File: src/design/tmcw_pkg.sv
// Shared constants, types and state codes for the text-mode console writer.
package tmcw_pkg;

  localparam int COLUMNS = 80;
  localparam int ROWS = 25;
  localparam int COL_W = $clog2(COLUMNS + 1);
  localparam int ROW_W = $clog2(ROWS + 2);
  localparam int IDX_W = 11;

  localparam logic [7:0] NEWLINE_CODE = 8'd10;
  localparam logic [7:0] DIGIT_BASE = 8'd48;
  localparam logic [7:0] ATTR_WHITE_ON_BLACK = 8'h0F;

  localparam int NUM_W = 32;
  localparam int NUM_DIGITS = 10;
  localparam int DIGIT_IDX_W = $clog2(NUM_DIGITS);
  localparam int BITS_PER_STEP = 4;
  localparam int CONV_STEPS = NUM_W / BITS_PER_STEP;
  localparam int STEP_W = $clog2(CONV_STEPS);

  localparam int FIFO_DEPTH = 4;
  localparam int FIFO_AW = $clog2(FIFO_DEPTH);

  typedef struct packed {
    logic        func;
    logic [7:0]  char_code;
    logic [31:0] number;
    logic [3:0]  fg_color;
    logic [3:0]  bg_color;
  } in_word_t;

  typedef struct packed {
    logic [10:0] cell_index;
    logic [15:0] cell_value;
    logic        last;
  } out_word_t;

  // One character queued for the cursor side.
  typedef struct packed {
    logic [7:0] ch;
    logic [7:0] attr;
    logic       last;
  } glyph_t;

  typedef enum logic [1:0] {
    F_IDLE,
    F_CONV,
    F_EMIT
  } front_state_t;

endpackage

File: src/design/text_mode_console_writer.sv
// Top level of the text-mode console writer.
//
//   channel | direction | handshake          | word
//   in      | input     | in_valid/in_ready  | in_data   (func, char, number, colors)
//   out     | output    | out_valid/out_ready| out_data  (cell index, cell value, last)
//
// A character word goes straight into the queue and its cell leaves through the
// output register. A number word is converted first: the decimal converter shifts
// four bits per cycle, then the ten digit positions are visited in turn from the
// most significant down; a leading zero is dropped, any other digit is queued.
// Reset puts the cursor at row 0, column 0 and empties the queue.
// A stalled output holds the cursor side; the front end keeps converting and
// filling the four-entry queue until it is full.
module text_mode_console_writer (
  input  logic                clk,
  input  logic                rst_n,
  input  logic                in_valid,
  output logic                in_ready,
  input  tmcw_pkg::in_word_t  in_data,
  output logic                out_valid,
  input  logic                out_ready,
  output tmcw_pkg::out_word_t out_data
);
  import tmcw_pkg::*;

  logic   push_valid, push_ready, pop_valid, pop_ready;
  glyph_t push_data, pop_data;

  tmcw_front u_front (
    .clk        (clk),
    .rst_n      (rst_n),
    .in_valid   (in_valid),
    .in_ready   (in_ready),
    .in_data    (in_data),
    .push_valid (push_valid),
    .push_ready (push_ready),
    .push_data  (push_data)
  );

  tmcw_fifo u_fifo (
    .clk        (clk),
    .rst_n      (rst_n),
    .push_valid (push_valid),
    .push_ready (push_ready),
    .push_data  (push_data),
    .pop_valid  (pop_valid),
    .pop_ready  (pop_ready),
    .pop_data   (pop_data)
  );

  tmcw_back u_back (
    .clk       (clk),
    .rst_n     (rst_n),
    .pop_valid (pop_valid),
    .pop_ready (pop_ready),
    .pop_data  (pop_data),
    .out_valid (out_valid),
    .out_ready (out_ready),
    .out_data  (out_data)
  );

endmodule

File: src/design/tmcw_front.sv
// Front end: accepts words, converts numbers to decimal, queues characters.
module tmcw_front (
  input  logic             clk,
  input  logic             rst_n,
  input  logic             in_valid,
  output logic             in_ready,
  input  tmcw_pkg::in_word_t in_data,
  output logic             push_valid,
  input  logic             push_ready,
  output tmcw_pkg::glyph_t push_data
);
  import tmcw_pkg::*;

  localparam int DD_W = NUM_DIGITS * 4 + NUM_W;

  // Run BITS_PER_STEP double-dabble iterations on {bcd, binary}.
  function automatic logic [DD_W-1:0] dabble(input logic [DD_W-1:0] v);
    logic [DD_W-1:0] t;
    t = v;
    for (int k = 0; k < BITS_PER_STEP; k++) begin
      for (int d = 0; d < NUM_DIGITS; d++) begin
        if (t[NUM_W + 4*d +: 4] >= 4'd5) begin
          t[NUM_W + 4*d +: 4] = t[NUM_W + 4*d +: 4] + 4'd3;
        end
      end
      t = t << 1;
    end
    return t;
  endfunction

  front_state_t            state_r, state_nxt;
  logic [DD_W-1:0]         dd_r, dd_nxt;
  logic [STEP_W-1:0]       step_r, step_nxt;
  logic [DIGIT_IDX_W-1:0]  idx_r, idx_nxt;
  logic                    started_r, started_nxt;
  logic [3:0]              digit;

  assign digit = dd_r[NUM_W + 4*idx_r +: 4];

  always_ff @(posedge clk) begin
    if (!rst_n) begin
      state_r   <= F_IDLE;
      step_r    <= '0;
      idx_r     <= '0;
      started_r <= 1'b0;
    end else begin
      state_r   <= state_nxt;
      step_r    <= step_nxt;
      idx_r     <= idx_nxt;
      started_r <= started_nxt;
    end
  end

  always_ff @(posedge clk) begin
    dd_r <= dd_nxt;
  end

  always_comb begin
    state_nxt   = state_r;
    dd_nxt      = dd_r;
    step_nxt    = step_r;
    idx_nxt     = idx_r;
    started_nxt = started_r;
    in_ready    = 1'b0;
    push_valid  = 1'b0;
    push_data   = '{ch: in_data.char_code, attr: {in_data.bg_color, in_data.fg_color},
                    last: 1'b1};
    case (state_r)
      F_IDLE: begin
        in_ready = push_ready;
        if (in_valid && !in_data.func) begin
          push_valid = 1'b1;
        end
        if (in_valid && in_data.func && push_ready) begin
          dd_nxt   = {{(NUM_DIGITS*4){1'b0}}, in_data.number};
          step_nxt = '0;
          state_nxt = F_CONV;
        end
      end
      F_CONV: begin
        dd_nxt   = dabble(dd_r);
        step_nxt = step_r + 1'b1;
        if (step_r == STEP_W'(CONV_STEPS - 1)) begin
          idx_nxt     = DIGIT_IDX_W'(NUM_DIGITS - 1);
          started_nxt = 1'b0;
          state_nxt   = F_EMIT;
        end
      end
      F_EMIT: begin
        push_data = '{ch: DIGIT_BASE + {4'd0, digit}, attr: ATTR_WHITE_ON_BLACK,
                      last: (idx_r == '0)};
        if (!started_r && digit == 4'd0 && idx_r != '0) begin
          // drop leading zero
          idx_nxt = idx_r - 1'b1;
        end else begin
          push_valid = 1'b1;
          if (push_ready) begin
            started_nxt = 1'b1;
            if (idx_r == '0) begin
              state_nxt = F_IDLE;
            end else begin
              idx_nxt = idx_r - 1'b1;
            end
          end
        end
      end
      default: begin
        state_nxt = F_IDLE;
      end
    endcase
  end

endmodule

File: src/design/tmcw_fifo.sv
// Short character queue between front end and cursor side.
module tmcw_fifo (
  input  logic             clk,
  input  logic             rst_n,
  input  logic             push_valid,
  output logic             push_ready,
  input  tmcw_pkg::glyph_t push_data,
  output logic             pop_valid,
  input  logic             pop_ready,
  output tmcw_pkg::glyph_t pop_data
);
  import tmcw_pkg::*;

  glyph_t                    slot_r [FIFO_DEPTH];
  logic [FIFO_AW-1:0]        wr_ptr_r, wr_ptr_nxt;
  logic [FIFO_AW-1:0]        rd_ptr_r, rd_ptr_nxt;
  logic [$clog2(FIFO_DEPTH+1)-1:0] count_r, count_nxt;
  logic                      do_push, do_pop;

  assign push_ready = (count_r != ($clog2(FIFO_DEPTH+1))'(FIFO_DEPTH));
  assign pop_valid  = (count_r != '0);
  assign pop_data   = slot_r[rd_ptr_r];
  assign do_push    = push_valid && push_ready;
  assign do_pop     = pop_valid && pop_ready;

  always_comb begin
    wr_ptr_nxt = do_push ? FIFO_AW'(wr_ptr_r + 1'b1) : wr_ptr_r;
    rd_ptr_nxt = do_pop ? FIFO_AW'(rd_ptr_r + 1'b1) : rd_ptr_r;
    count_nxt  = count_r;
    if (do_push && !do_pop) begin
      count_nxt = count_r + 1'b1;
    end else if (do_pop && !do_push) begin
      count_nxt = count_r - 1'b1;
    end
  end

  always_ff @(posedge clk) begin
    if (!rst_n) begin
      wr_ptr_r <= '0;
      rd_ptr_r <= '0;
      count_r  <= '0;
    end else begin
      wr_ptr_r <= wr_ptr_nxt;
      rd_ptr_r <= rd_ptr_nxt;
      count_r  <= count_nxt;
    end
  end

  always_ff @(posedge clk) begin
    if (do_push) begin
      slot_r[wr_ptr_r] <= push_data;
    end
  end

endmodule

File: src/design/tmcw_back.sv
// Cursor side: wraps the cursor, forms cell writes, holds the output register.
module tmcw_back (
  input  logic                clk,
  input  logic                rst_n,
  input  logic                pop_valid,
  output logic                pop_ready,
  input  tmcw_pkg::glyph_t    pop_data,
  output logic                out_valid,
  input  logic                out_ready,
  output tmcw_pkg::out_word_t out_data
);
  import tmcw_pkg::*;

  logic [COL_W-1:0] col_r, col_nxt;
  logic [ROW_W-1:0] row_r, row_nxt;
  logic             out_valid_r, out_valid_nxt;
  out_word_t        out_data_r, out_data_nxt;

  logic             do_pop, is_newline, col_wrap;
  logic [COL_W-1:0] col_w;
  logic [ROW_W-1:0] row_t, row_w;
  logic [IDX_W+ROW_W+COL_W-1:0] idx_full;

  assign pop_ready  = !out_valid_r || out_ready;
  assign do_pop     = pop_valid && pop_ready;
  assign is_newline = (pop_data.ch == NEWLINE_CODE);
  assign out_valid  = out_valid_r;
  assign out_data   = out_data_r;

  always_comb begin
    col_wrap = (col_r >= COL_W'(COLUMNS));
    col_w    = col_wrap ? '0 : col_r;
    row_t    = col_wrap ? ROW_W'(row_r + 1'b1) : row_r;
    row_w    = (row_t >= ROW_W'(ROWS)) ? '0 : row_t;
    idx_full = (IDX_W+ROW_W+COL_W)'(row_w) * (IDX_W+ROW_W+COL_W)'(COLUMNS)
               + (IDX_W+ROW_W+COL_W)'(col_w);

    col_nxt       = col_r;
    row_nxt       = row_r;
    out_data_nxt  = out_data_r;
    out_valid_nxt = out_valid_r && !out_ready;
    if (do_pop) begin
      if (is_newline) begin
        col_nxt = '0;
        if (row_r < ROW_W'(ROWS)) begin
          row_nxt = row_r + 1'b1;
        end
      end else begin
        col_nxt       = col_w + 1'b1;
        row_nxt       = row_w;
        out_valid_nxt = 1'b1;
        out_data_nxt  = '{cell_index: idx_full[IDX_W-1:0],
                          cell_value: {pop_data.attr, pop_data.ch},
                          last: pop_data.last};
      end
    end
  end

  always_ff @(posedge clk) begin
    if (!rst_n) begin
      col_r       <= '0;
      row_r       <= '0;
      out_valid_r <= 1'b0;
    end else begin
      col_r       <= col_nxt;
      row_r       <= row_nxt;
      out_valid_r <= out_valid_nxt;
    end
  end

  always_ff @(posedge clk) begin
    out_data_r <= out_data_nxt;
  end

endmodule
File: config.mk
export PLATFORM = sky130hd
export DESIGN_NAME = text_mode_console_writer
export DESIGN_NICKNAME = d
export VERILOG_FILES = /design/src/design/tmcw_pkg.sv /design/src/design/text_mode_console_writer.sv /design/src/design/tmcw_front.sv /design/src/design/tmcw_fifo.sv /design/src/design/tmcw_back.sv
export SDC_FILE = /design/constraint.sdc
export NUM_CORES = 1
export LEC_CHECK = 0
export BUFFER_PORTS_ARGS = -buffer_cell sky130_fd_sc_hd__buf_2
export CORE_MARGIN = 3
export CORE_UTILIZATION = 62
export DETAILED_ROUTE_END_ITERATION = 16
export GPL_TIMING_DRIVEN = 0
export PLACE_DENSITY = 0.81
export REMOVE_ABC_BUFFERS = 1
export SETUP_SLACK_MARGIN = 0.1
export SLEW_MARGIN = 20
export SYNTH_ARGS = -nofsm -noshare
export SYNTH_HDL_FRONTEND = slang
export SYNTH_SLANG_ARGS = --single-unit
File: constraint.sdc
create_clock -name clk -period 4.7 [get_ports clk]
set_input_delay 0.235 -clock clk [delete_from_list [all_inputs] [get_ports clk]]
set_output_delay 0.235 -clock clk [all_outputs]
set_load 0.05 [all_outputs]
=== After elaboration in Yosys (flattened, before gate mapping) ===
Memories as Yosys holds them, arrays and structs flattened. A register that Yosys moved wholly into a read port is not among the register bits.
Index checks and enable logic that the tools add are counted.

* Memories kept: 1
* Bits in writable memories: 68
* Output and inout port bits: 30
* Latch bits: 0
* Register bits: 130
* ROM bits: 0

* $lt $le $gt $ge: 43
* Muxes and demuxes: 108
* Shift-type cells: 1
* Divide/modulo/power cells: 0
* Bitwise logic cells: 1
* Add/sub/neg operators: 51
* Multipliers: 1
* Equality and inequality tests: 13
* Reduce and logical (&&, ||, !) cells: 31

{| class="wikitable"
|+ Memories
! memory !! depth !! width !! rd ports !! clocked after Yosys merged registers in !! write ports !! line !! text
|-
| u_fifo.slot_r || 4 || 17 || 1 || 1 || 1 || tmcw_fifo.sv:14 || <nowiki>glyph_t slot_r [FIFO_DEPTH];</nowiki>
|}

{| class="wikitable"
|+ Operators by type and width
! kind !! count
|-
| 4-bit two-way mux || 67
|-
| 4-bit by 3-bit greater-or-equal comparator with 1-bit output, second input constant || 40
|-
| 4-bit by 2-bit adder with 4-bit output, second input constant || 36
|-
| 72-bit case mux with 2 select lines || 1
|-
| 72-bit two-way mux || 1
|-
| 72-bit by 8-bit variable part select with 4-bit output || 1
|-
| 3-bit two-way mux || 10
|-
| 5-bit two-way mux || 4
|-
| 17-bit two-way mux || 1
|-
| 2-bit two-way mux || 7
|-
| 7-bit two-way mux || 2
|-
| 3-bit by 2-bit adder with 3-bit output, second input constant || 4
|-
| 11-bit by 7-bit adder with 11-bit output || 1
|-
| 1-bit logical AND || 10
|-
| 1-bit two-way mux || 10
|-
| 8-bit by 4-bit == test with 1-bit output, second input constant || 1
|-
| 4-bit logical NOT || 2
|-
| 2-bit by 1-bit inequality test with 1-bit output, second input constant || 4
|-
| 4-bit case mux with 2 select lines || 1
|-
| 4-bit AND reduction || 2
|-
| 6-bit by 4-bit adder with 7-bit output, first input constant || 1
|-
| 6-bit by 6-bit adder with 7-bit output, first input constant || 1
|-
| 7-bit by 1-bit adder with 7-bit output, second input constant || 1
|-
| 7-bit greater-or-equal comparator, second input constant || 1
|-
| 26 further kinds || 40
|}

=== Depth between registers and ports, before layout ===
Gate-level depths: netlist of the first run.

* Word-level depth: 12
* Gate-level depth with buffers: 20
* Gate-level depth less buffers: 20

=== Modules after synthesis ===
From an unflattened synthesis of the first run, not the netlist that was laid out.

* Cells, all modules: 1438
* Area, all modules: 14042.2 sq um

{| class="wikitable"
|+ Modules (own cells, without submodules)
! module !! cells an instance !! seq. area each (sq um) !! area each (sq um) !! times used
|-
| tmcw_front || 1128 || 2362.3 || 8968.6 || 1
|-
| tmcw_fifo || 137 || 2222.1 || 2987.9 || 1
|-
| tmcw_back || 173 || 1101.1 || 2085.8 || 1
|}

=== Worst setup path before layout of the first run ===
OpenSTA, ideal clock, no wires.

* Path type: reg-to-reg
* Start point: register u_front.dd_r[32]
* End point: register u_front.dd_r[34] (data pin)
* Clock period less this slack: 3.886 ns
* Setup time: 0.140 ns
* Arrival: 3.747 ns
* Setup slack: 0.814 ns
* Data required time: 4.560 ns
* Stages on the path, launching flop included: 19
* Cells stage by stage: edfxtp_1 -> ha_1 -> and2b_1 -> a2bb2oi_1 -> nand2_1 -> ha_1 -> inv_1 -> nor2_1 -> o31ai_1 -> xnor2_1 -> ha_1 -> nand2b_1 -> a21boi_1 -> xnor2_1 -> ha_1 -> nand2b_1 -> a21boi_1 -> mux2_2 -> nor2_1

* Longest elaborated chain between the ends: 12
* Elaborated cells between the ends (all ways): 16

{| class="wikitable"
|+ RTL lines
! element !! line !! text
|-
| start, declared || tmcw_front.sv:32 || <nowiki>logic [DD_W-1:0] dd_r, dd_nxt;</nowiki>
|-
| start signal, assigned || tmcw_front.sv:55 || <nowiki>dd_r <= dd_nxt;</nowiki>
|-
| 4-bit by 2-bit adder with 4-bit output or 4-bit by 3-bit greater-or-equal comparator with 1-bit output (tied branches) || tmcw_front.sv:23, tmcw_front.sv:22 ||
|-
| 4-bit two-way mux * || tmcw_front.sv:22 || <nowiki>if (t[NUM_W + 4*d +: 4] >= 4'd5) begin</nowiki>
|-
| 4-bit two-way mux * || tmcw_front.sv:68 || <nowiki>case (state_r)</nowiki>
|-
| 4-bit by 2-bit adder with 4-bit output or 4-bit by 3-bit greater-or-equal comparator with 1-bit output (tied branches) || tmcw_front.sv:23, tmcw_front.sv:22 ||
|-
| 4-bit two-way mux * || tmcw_front.sv:22 ||
|-
| 4-bit two-way mux * || tmcw_front.sv:68 ||
|-
| 4-bit by 3-bit greater-or-equal comparator with 1-bit output or 4-bit by 2-bit adder with 4-bit output (tied branches) || tmcw_front.sv:22, tmcw_front.sv:23 ||
|-
| 4-bit two-way mux * || tmcw_front.sv:22 ||
|-
| 4-bit two-way mux * || tmcw_front.sv:68 ||
|-
| 4-bit by 2-bit adder with 4-bit output or 4-bit by 3-bit greater-or-equal comparator with 1-bit output (tied branches) || tmcw_front.sv:23, tmcw_front.sv:22 ||
|-
| 4-bit two-way mux * || tmcw_front.sv:22 ||
|-
| 72-bit case mux with 2 select lines * || tmcw_front.sv:68 ||
|}

Every way passes the cells marked *; elsewhere a longest branch is shown, timed or not. The select of a mux whose other input is x is not followed.
A chain may end at the register's enable or synchronous reset.

=== Worst setup path after layout of the first run ===
* Start point: register u_front.dd_r[45]
* End point: register u_front.dd_r[46] (data pin)

The elaborated chain is that of the path after synthesis.

==> summary.md, run 1 <==
| Metric | Value |
|---|---|
| Max Slew Vio Count | 0 |
| NumNets Final | 1596 |
| Total wire length | 28830 um |
| Die width | 154.9 um |
| Tot GR Track Use | 0.2388 |
| Post-synthesis cell count | 1398 |
| Grt total ovfl | 0 |
| Synth-to-Final Area Change | 10.48% |
| Number of flops mapped to enable cells by yosys | 168 |
| Worst-path clk slew | 0.08 ns |
| Worst slew pin tran | 0.9198 ns |
| Antenna Nets Post-Route | 0 |
| Die height | 154.9 um |
| Worst skew pair latency | 0.45 ns |
| Crit path largest cell delay | 0.50 ns |
| Crit-path cells | inv_1, ha_1, nor2b_4, a2bb2oi_2, and2_1, inv_1, ha_1, a211o_1, a41oi_2, ha_1, inv_1, a211o_1, a22oi_1, inv_1, ha_1, o21ai_1, nor2_1, o31a_1 |
| Largest net degree at the start of global routing | 66 |
| GP Congestion | 0.8730 |
| Final Critical Period | 4.339 ns |
| Top FF cell, synth | edfxtp_1 |
| Syn Area/Cell | 9.827 sq um |
| Crit path required time | 4.89 ns |
| Final setup viols | 0 |
| Clock buffer depth | 2 |
| RSZ-0062 raised after global routing | yes |
| Htree depth | 4 |
| Antenna violations before repair | 0 |
| Fin. Hold Viols | 0 |
| Slowest-stage cell, CP | edfxtp_1 |
| CTS root buffer | clkbuf_16 |
| Yosys Warn Count | 0 |
| Num rows | 53 |
| TritonCTS clock tree | built |
| Fin Clk Skew | 0.02452 ns |
| Most common cell after layout, fill and taps aside | nand2_1 |
| Status | finished clean |
| WHS | 0.05853 ns |
| Layout cell share with drive strength beyond 1 | 0.1764 |
| R2R setup slack | 0.36 ns |
| Unique masters post-synth | 91 |
| Worst EP arrival | 4.53 ns |
| Critical path origin | u_front.dd_r[45]$_SDFFCE_PN0P_ |
| Setup TNS | 0 ns |
| Drt drc | 0 |
| RR Startpoint | u_front.dd_r[45]$_SDFFCE_PN0P_ |
| Ports | 83 |
| Clk sink count | 200 |
| Max-Cap Viols | 0 |
| Worst rel slew slack | 0.3868 |
| Worst reg2reg path endpoint | u_front.dd_r[46]$_SDFFCE_PN0P_ |
| Drt first pass iters | 5 |
| Setup crit end kind | flip-flop |
| Seq/Total Area, Yosys | 0.4138 |
| Final Cycle Share | 0.9232 |
| Crit Path Category | reg2reg |
| Iter 0 DRT Violations | 752 |
| PortBufs | 82 |
| Starting density of the core | 0.6414 |
| Ant. Diodes | 0 |
| Max Clock Freq | 230.5 MHz |
| Commonest cells after routing, fill and taps aside | nand2_1 (183), edfxtp_1 (168), nor2_1 (108), buf_2 (82), ha_1 (74) |
| Cells on worst reg2reg path | 18 |
| CTS Hold Bufs | 0 |
| Startpoint class of the critical path | flip-flop |
| Wire per inst | 16.43 um |
| #FFs+latches synth | 200 |
| Die area | 23980 sq um |
| CTS buffer count | 17 |
| Core area | 21420 sq um |
| Vias | 10891 |
| Vias per Instance | 6.206 |
| Hold Path Class | in2reg |
| Ys async rst share | 0 |
| Vias in the first global route | 10283 |
| HPWL after DPL | 20300 um |
| Global-route wire length before repair | 47900 um |
| Synthesized area | 13740 sq um |
| Worst-path maximum fanout | 6 |
| Setup crit end | u_front.dd_r[46]$_SDFFCE_PN0P_ |
==> kinds of logic (layout without fill, tap and decap cells) <==
| kind of cell | Yosys count | in the layout | share of synthesized area |
|---|---|---|---|
| buffers and inverters | 116 | 198 | 0.03333 |
| AOI/OAI and AO/OA | 362 | 362 | 0.1876 |
| xor gates and xnor gates | 36 | 36 | 0.02295 |
| and+or+nand+nor | 529 | 529 | 0.1883 |
| adders and majority gates | 76 | 76 | 0.07031 |
| DFF | 200 | 200 | 0.4138 |
| muxes | 79 | 79 | 0.08370 |
==> routing by layer <==
metal | wire length (um) | vias up | part of all wire | global-route usage
li1 | - | 5344 | - | -
met1 | 12490 | 5177 | 0.43 | 0.3064
met2 | 14490 | 326 | 0.50 | 0.4241
met3 | 1449 | 44 | 0.050 | 0.03866
met4 | 403 | 0 | 0.014 | 0.06098
met5 | 0 | - | 0 | 0
==> per-stage QoR <==
| stage | cell area (sq um) | setup slack [ns] | instances | utilization |
|---|---|---|---|---|
| after CTS | 15030 | 0.2135 | 1745 | 0.7018 |
| after floorplan | 13540 | 0.7788 | 1352 | - |
| final | 15180 | 0.3608 | 1755 | 0.7086 |
| after global routing | 15180 | 0.08369 | 1755 | 0.7086 |
| after global placement | 14300 | 0.1112 | 1709 | 0.6675 |
| after detailed placement | 14420 | 0.2455 | 1713 | 0.6732 |
==> final cells by class <==
cell class / instances / area (sq um)
clock buffer: 20 / 467.9
fill: 1606 / 6241
inverter: 70 / 265.3
sequential: 200 / 5687
tap: 275 / 344.1
multi-input combinational: 1082 / 7689
timing repair buffer: 96 / 580.6
clock inverter: 12 / 145.1
==> registers in the layout, summed over array words and instances (netlist names), named ones only <==
name / flops
u_fifo.count_r: 3
u_front.started_r: 1
u_fifo.slot_r: 68
u_front.idx_r: 4
u_back.out_valid: 1
u_front.step_r: 3
u_fifo.rd_ptr_r: 2
u_back.col_r: 7
u_front.dd_r: 72
u_fifo.wr_ptr_r: 2
u_back.out_data: 28
u_back.row_r: 5
u_front.state_r: 2
==> timing repair <==
| item | CTS | global route |
|---|---|---|
| gates resized for setup | 0 | 16 |
| buffers inserted | 0 | 10 |
| endpoints found under the hold margin | 0 | 0 |
| endpoints found under the setup margin | 0 | 23 |
==> synth_stat cells, types with 7 or more instances <==
| master | number | area [sq um] |
|---|---|---|
| nand2_1 | 183 | 686.9 |
| edfxtp_1 | 168 | 5045 |
| nor2_1 | 110 | 412.9 |
| ha_1 | 74 | 925.9 |
| a21oi_1 | 66 | 330.3 |
| o21ai_0 | 66 | 330.3 |
| inv_1 | 61 | 229.0 |
| and2_1 | 37 | 231.5 |
| dfxtp_1 | 32 | 640.6 |
| clkbuf_1 | 31 | 116.4 |
| mux2_2 | 31 | 349.1 |
| nand2b_1 | 31 | 193.9 |
| nand3_1 | 29 | 145.1 |
| nor3_1 | 27 | 135.1 |
| a211oi_1 | 26 | 195.2 |
| o21bai_1 | 26 | 195.2 |
| xnor2_1 | 26 | 227.7 |
| mux2i_1 | 23 | 230.2 |
| mux4_2 | 23 | 518.0 |
| nor2b_1 | 21 | 131.4 |
| o21a_1 | 18 | 135.1 |
| or2_2 | 18 | 112.6 |
| a21o_1 | 16 | 120.1 |
| o211ai_1 | 16 | 120.1 |
| or3_1 | 13 | 81.33 |
| a211o_1 | 12 | 105.1 |
| or4_1 | 11 | 82.58 |
| nor3b_1 | 10 | 75.07 |
| xor2_1 | 10 | 87.58 |
| a22oi_1 | 9 | 67.56 |
| a31oi_1 | 9 | 56.30 |
| buf_2 | 9 | 45.04 |
| inv_2 | 9 | 33.78 |
| and3_1 | 8 | 50.05 |
| o21ai_1 | 8 | 40.04 |
| nor4_1 | 7 | 43.79 |
| o22ai_1 | 7 | 43.79 |
| o2bb2ai_1 | 7 | 61.31 |
==> how the worst min path moves through the flow <==
stage                                       from  cells after the start                             to  slack, ns
finish                               in_data[26]                      3     u_front.dd_r[18]$_DFFE_PP_       0.06
global route                         in_data[29]                      3     u_front.dd_r[21]$_DFFE_PP_       0.05
CTS                                  in_data[14]                      3      u_front.dd_r[6]$_DFFE_PP_       0.05
detailed placement  u_back.col_r[1]$_SDFFE_PN0P_                      2   u_back.col_r[1]$_SDFFE_PN0P_       0.45
global placement    u_back.col_r[1]$_SDFFE_PN0P_                      2   u_back.col_r[1]$_SDFFE_PN0P_       0.45
floorplan                                  rst_n                      2  u_front.idx_r[1]$_SDFFE_PN0P_       0.37
==> worst max-delay path: cells and delay by family, from the launching register on <==
family	cells	cell delay, ns
and+or+nand+nor	3	0.51
DFF	1	0.50
adders and majority gates	4	0.87
buffers and inverters	4	0.39
AOI/OAI and AO/OA	7	1.81
Power of run 1 is not shown: default switching activity piles up to over one toggle a cycle in this logic, so the estimate is an artifact.
==> run 2, diff against run 1 <==
--- a/config.mk
+++ b/config.mk
@@ -6,6 +6,7 @@
 export NUM_CORES = 1
 export LEC_CHECK = 0
 export BUFFER_PORTS_ARGS = -buffer_cell sky130_fd_sc_hd__buf_2
+export CORE_ASPECT_RATIO = 0.6
 export CORE_MARGIN = 3
 export CORE_UTILIZATION = 62
 export DETAILED_ROUTE_END_ITERATION = 16
==> summary.md, run 2 (synthesis results as in run 1) <==
| Metric | Value |
|---|---|
| Critical path origin | u_front.dd_r[60]$_SDFFCE_PN0P_ |
| Vias | 11225 |
| Vias per Instance | 6.381 |
| Status | finished clean |
| Fin. Hold Viols | 0 |
| Total wire length | 32030 um |
| Vias in the first global route | 10133 |
| GP Congestion | 0.8800 |
| Crit path largest cell delay | 0.52 ns |
| Top reg by flops | u_front.dd_r |
| Most common cell after layout, fill and taps aside | nand2_1 |
| Clk sink count | 200 |
| Worst reg2reg path endpoint | u_front.dd_r[66]$_SDFFCE_PN0P_ |
| Worst-path clk slew | 0.09 ns |
| Final setup viols | 0 |
| Slowest-stage cell, CP | edfxtp_1 |
| Fillers | 1493 |
| Max-Cap Viols | 0 |
| CP Depth | 19 |
| Worst-path maximum fanout | 7 |
| Met3 WL | 2565 um |
| Drt drc | 0 |
| Core area | 21390 sq um |
| Die area | 24040 sq um |
| Setup TNS | 0 ns |
| Hold Path Class | in2reg |
| Crit-path cells | inv_1, ha_1, nor2b_1, or3_1, and2_1, inv_2, ha_1, o21bai_1, a211oi_1, nor2_1, inv_1, ha_1, nor3_1, a221oi_1, o2bb2ai_2, ha_1, inv_1, o311ai_0, a311oi_1 |
| Htree depth | 4 |
| Ant. Diodes | 0 |
| CP top delay family | compound AO/OA/AOI/OAI gates |
| Met2 Wirelength | 14080 um |
| HPWL after DPL | 22690 um |
| Final Critical Period | 4.406 ns |
| Worst EP arrival | 4.57 ns |
| Startpoint class of the critical path | flip-flop |
| Commonest cells after routing, fill and taps aside | nand2_1 (183), edfxtp_1 (168), nor2_1 (108), buf_2 (82), ha_1 (74) |
| Crit Path Category | reg2reg |
| Die height | 121.3 um |
| TritonCTS clock tree | built |
| Fin Clk Skew | 0.01806 ns |
| Core Util, Final | 0.7143 |
| Largest net degree at the start of global routing | 60 |
| Max reg flops | 72 |
| CTS buffer count | 17 |
| Final Cycle Share | 0.9374 |
| Setup crit end | u_front.dd_r[66]$_SDFFCE_PN0P_ |
| Setup crit end kind | flip-flop |
| Max Slew Vio Count | 0 |
| CTS root buffer | clkbuf_16 |
| Top Metal Used | met4 |
| Fin worst setup slack | 0.2941 ns |
| Layout cell share with drive strength beyond 1 | 0.1818 |
| Antenna Nets Post-Route | 0 |
| Drt first pass iters | 5 |
| Num rows | 41 |
| Starting density of the core | 0.6422 |
| Iter 0 DRT Violations | 1141 |
| WP buf/inv | 4 |
| NumNets Final | 1596 |
| Min-delay src | in_data[28] |
| RSZ-0062 raised after global routing | yes |
| RR Startpoint | u_front.dd_r[60]$_SDFFCE_PN0P_ |
| Worst slew pin tran | 0.9414 ns |
| Die width | 198.2 um |
| Cell mode on critical path | ha_1 |
| R2R setup slack | 0.29 ns |
| Wire per inst | 18.21 um |
| Antenna violations before repair | 0 |
| PortBufs | 82 |
| Grt total ovfl | 0 |
| Global-route wire length before repair | 50940 um |
| WHS | 0.05328 ns |
| M1 wire length | 14770 um |
| Tot GR Track Use | 0.2607 |
| Crit path required time | 4.87 ns |
| Worst skew pair latency | 0.44 ns |
| Ports | 83 |
| Clock buffer depth | 2 |
| DP Worst Slack | 0.3264 ns |
| Synth-to-Final Area Change | 11.23% |
| Max Clock Freq | 227.0 MHz |
| Cells on worst reg2reg path | 19 |
| Worst rel slew slack | 0.3724 |
==> run 2: worst min-delay path, cell delays in order <==
cell and delay (ns):
buf_2 0.07, nand2_1 0.04, nand2_1 0.05
==> run 2: final cells by class <==
| cell class | count | area (sq um) | share of cell area |
|---|---|---|---|
| multi-input cells | 1082 | 7741 | 0.5066 |
| flip-flops and latches | 200 | 5687 | 0.3721 |
| repair buffers | 96 | 595.6 | 0.03897 |
| clock buffers | 17 | 425.4 | 0.02784 |
| well taps | 279 | 349.1 | 0.02284 |
| inverters | 70 | 265.3 | 0.01736 |
| clock inverters | 15 | 217.7 | 0.01425 |
==> run 2: how the worst min path moves through the flow <==
stage | end | cells past startpoint
after floorplan | u_front.idx_r[1]$_SDFFE_PN0P_ | 2
after global placement | u_back.col_r[1]$_SDFFE_PN0P_ | 2
after detailed placement | u_back.col_r[0]$_SDFFE_PN0P_ | 2
after CTS | u_front.dd_r[20]$_DFFE_PP_ | 3
after global routing | u_front.dd_r[3]$_SDFFCE_PP0P_ | 2
final | u_front.dd_r[20]$_DFFE_PP_ | 3
==> run 2: repair_timing <==
item | 4_1_cts | 5_1_grt
hold buffers | 0 | 0
gates resized for setup | 0 | 23
buffers inserted | 0 | 10
setup endpoints to repair | 0 | 29
==> run 2: metrics by stage <==
step / std cells / instance area, sq um
global placement: 1713 / 14300
CTS: 1749 / 15080
detailed placement: 1717 / 14440
floorplan: 1352 / 13540
global route: 1759 / 15280
finish: 1759 / 15280
==> run 2: metal layers <==
metal	up-vias	GRT usage
met5	-	0
met3	57	0.05411
li1	5350	-
met2	480	0.3865
met1	5338	0.3937
met4	0	0.06140
Power of run 2 is left out for the same reason.
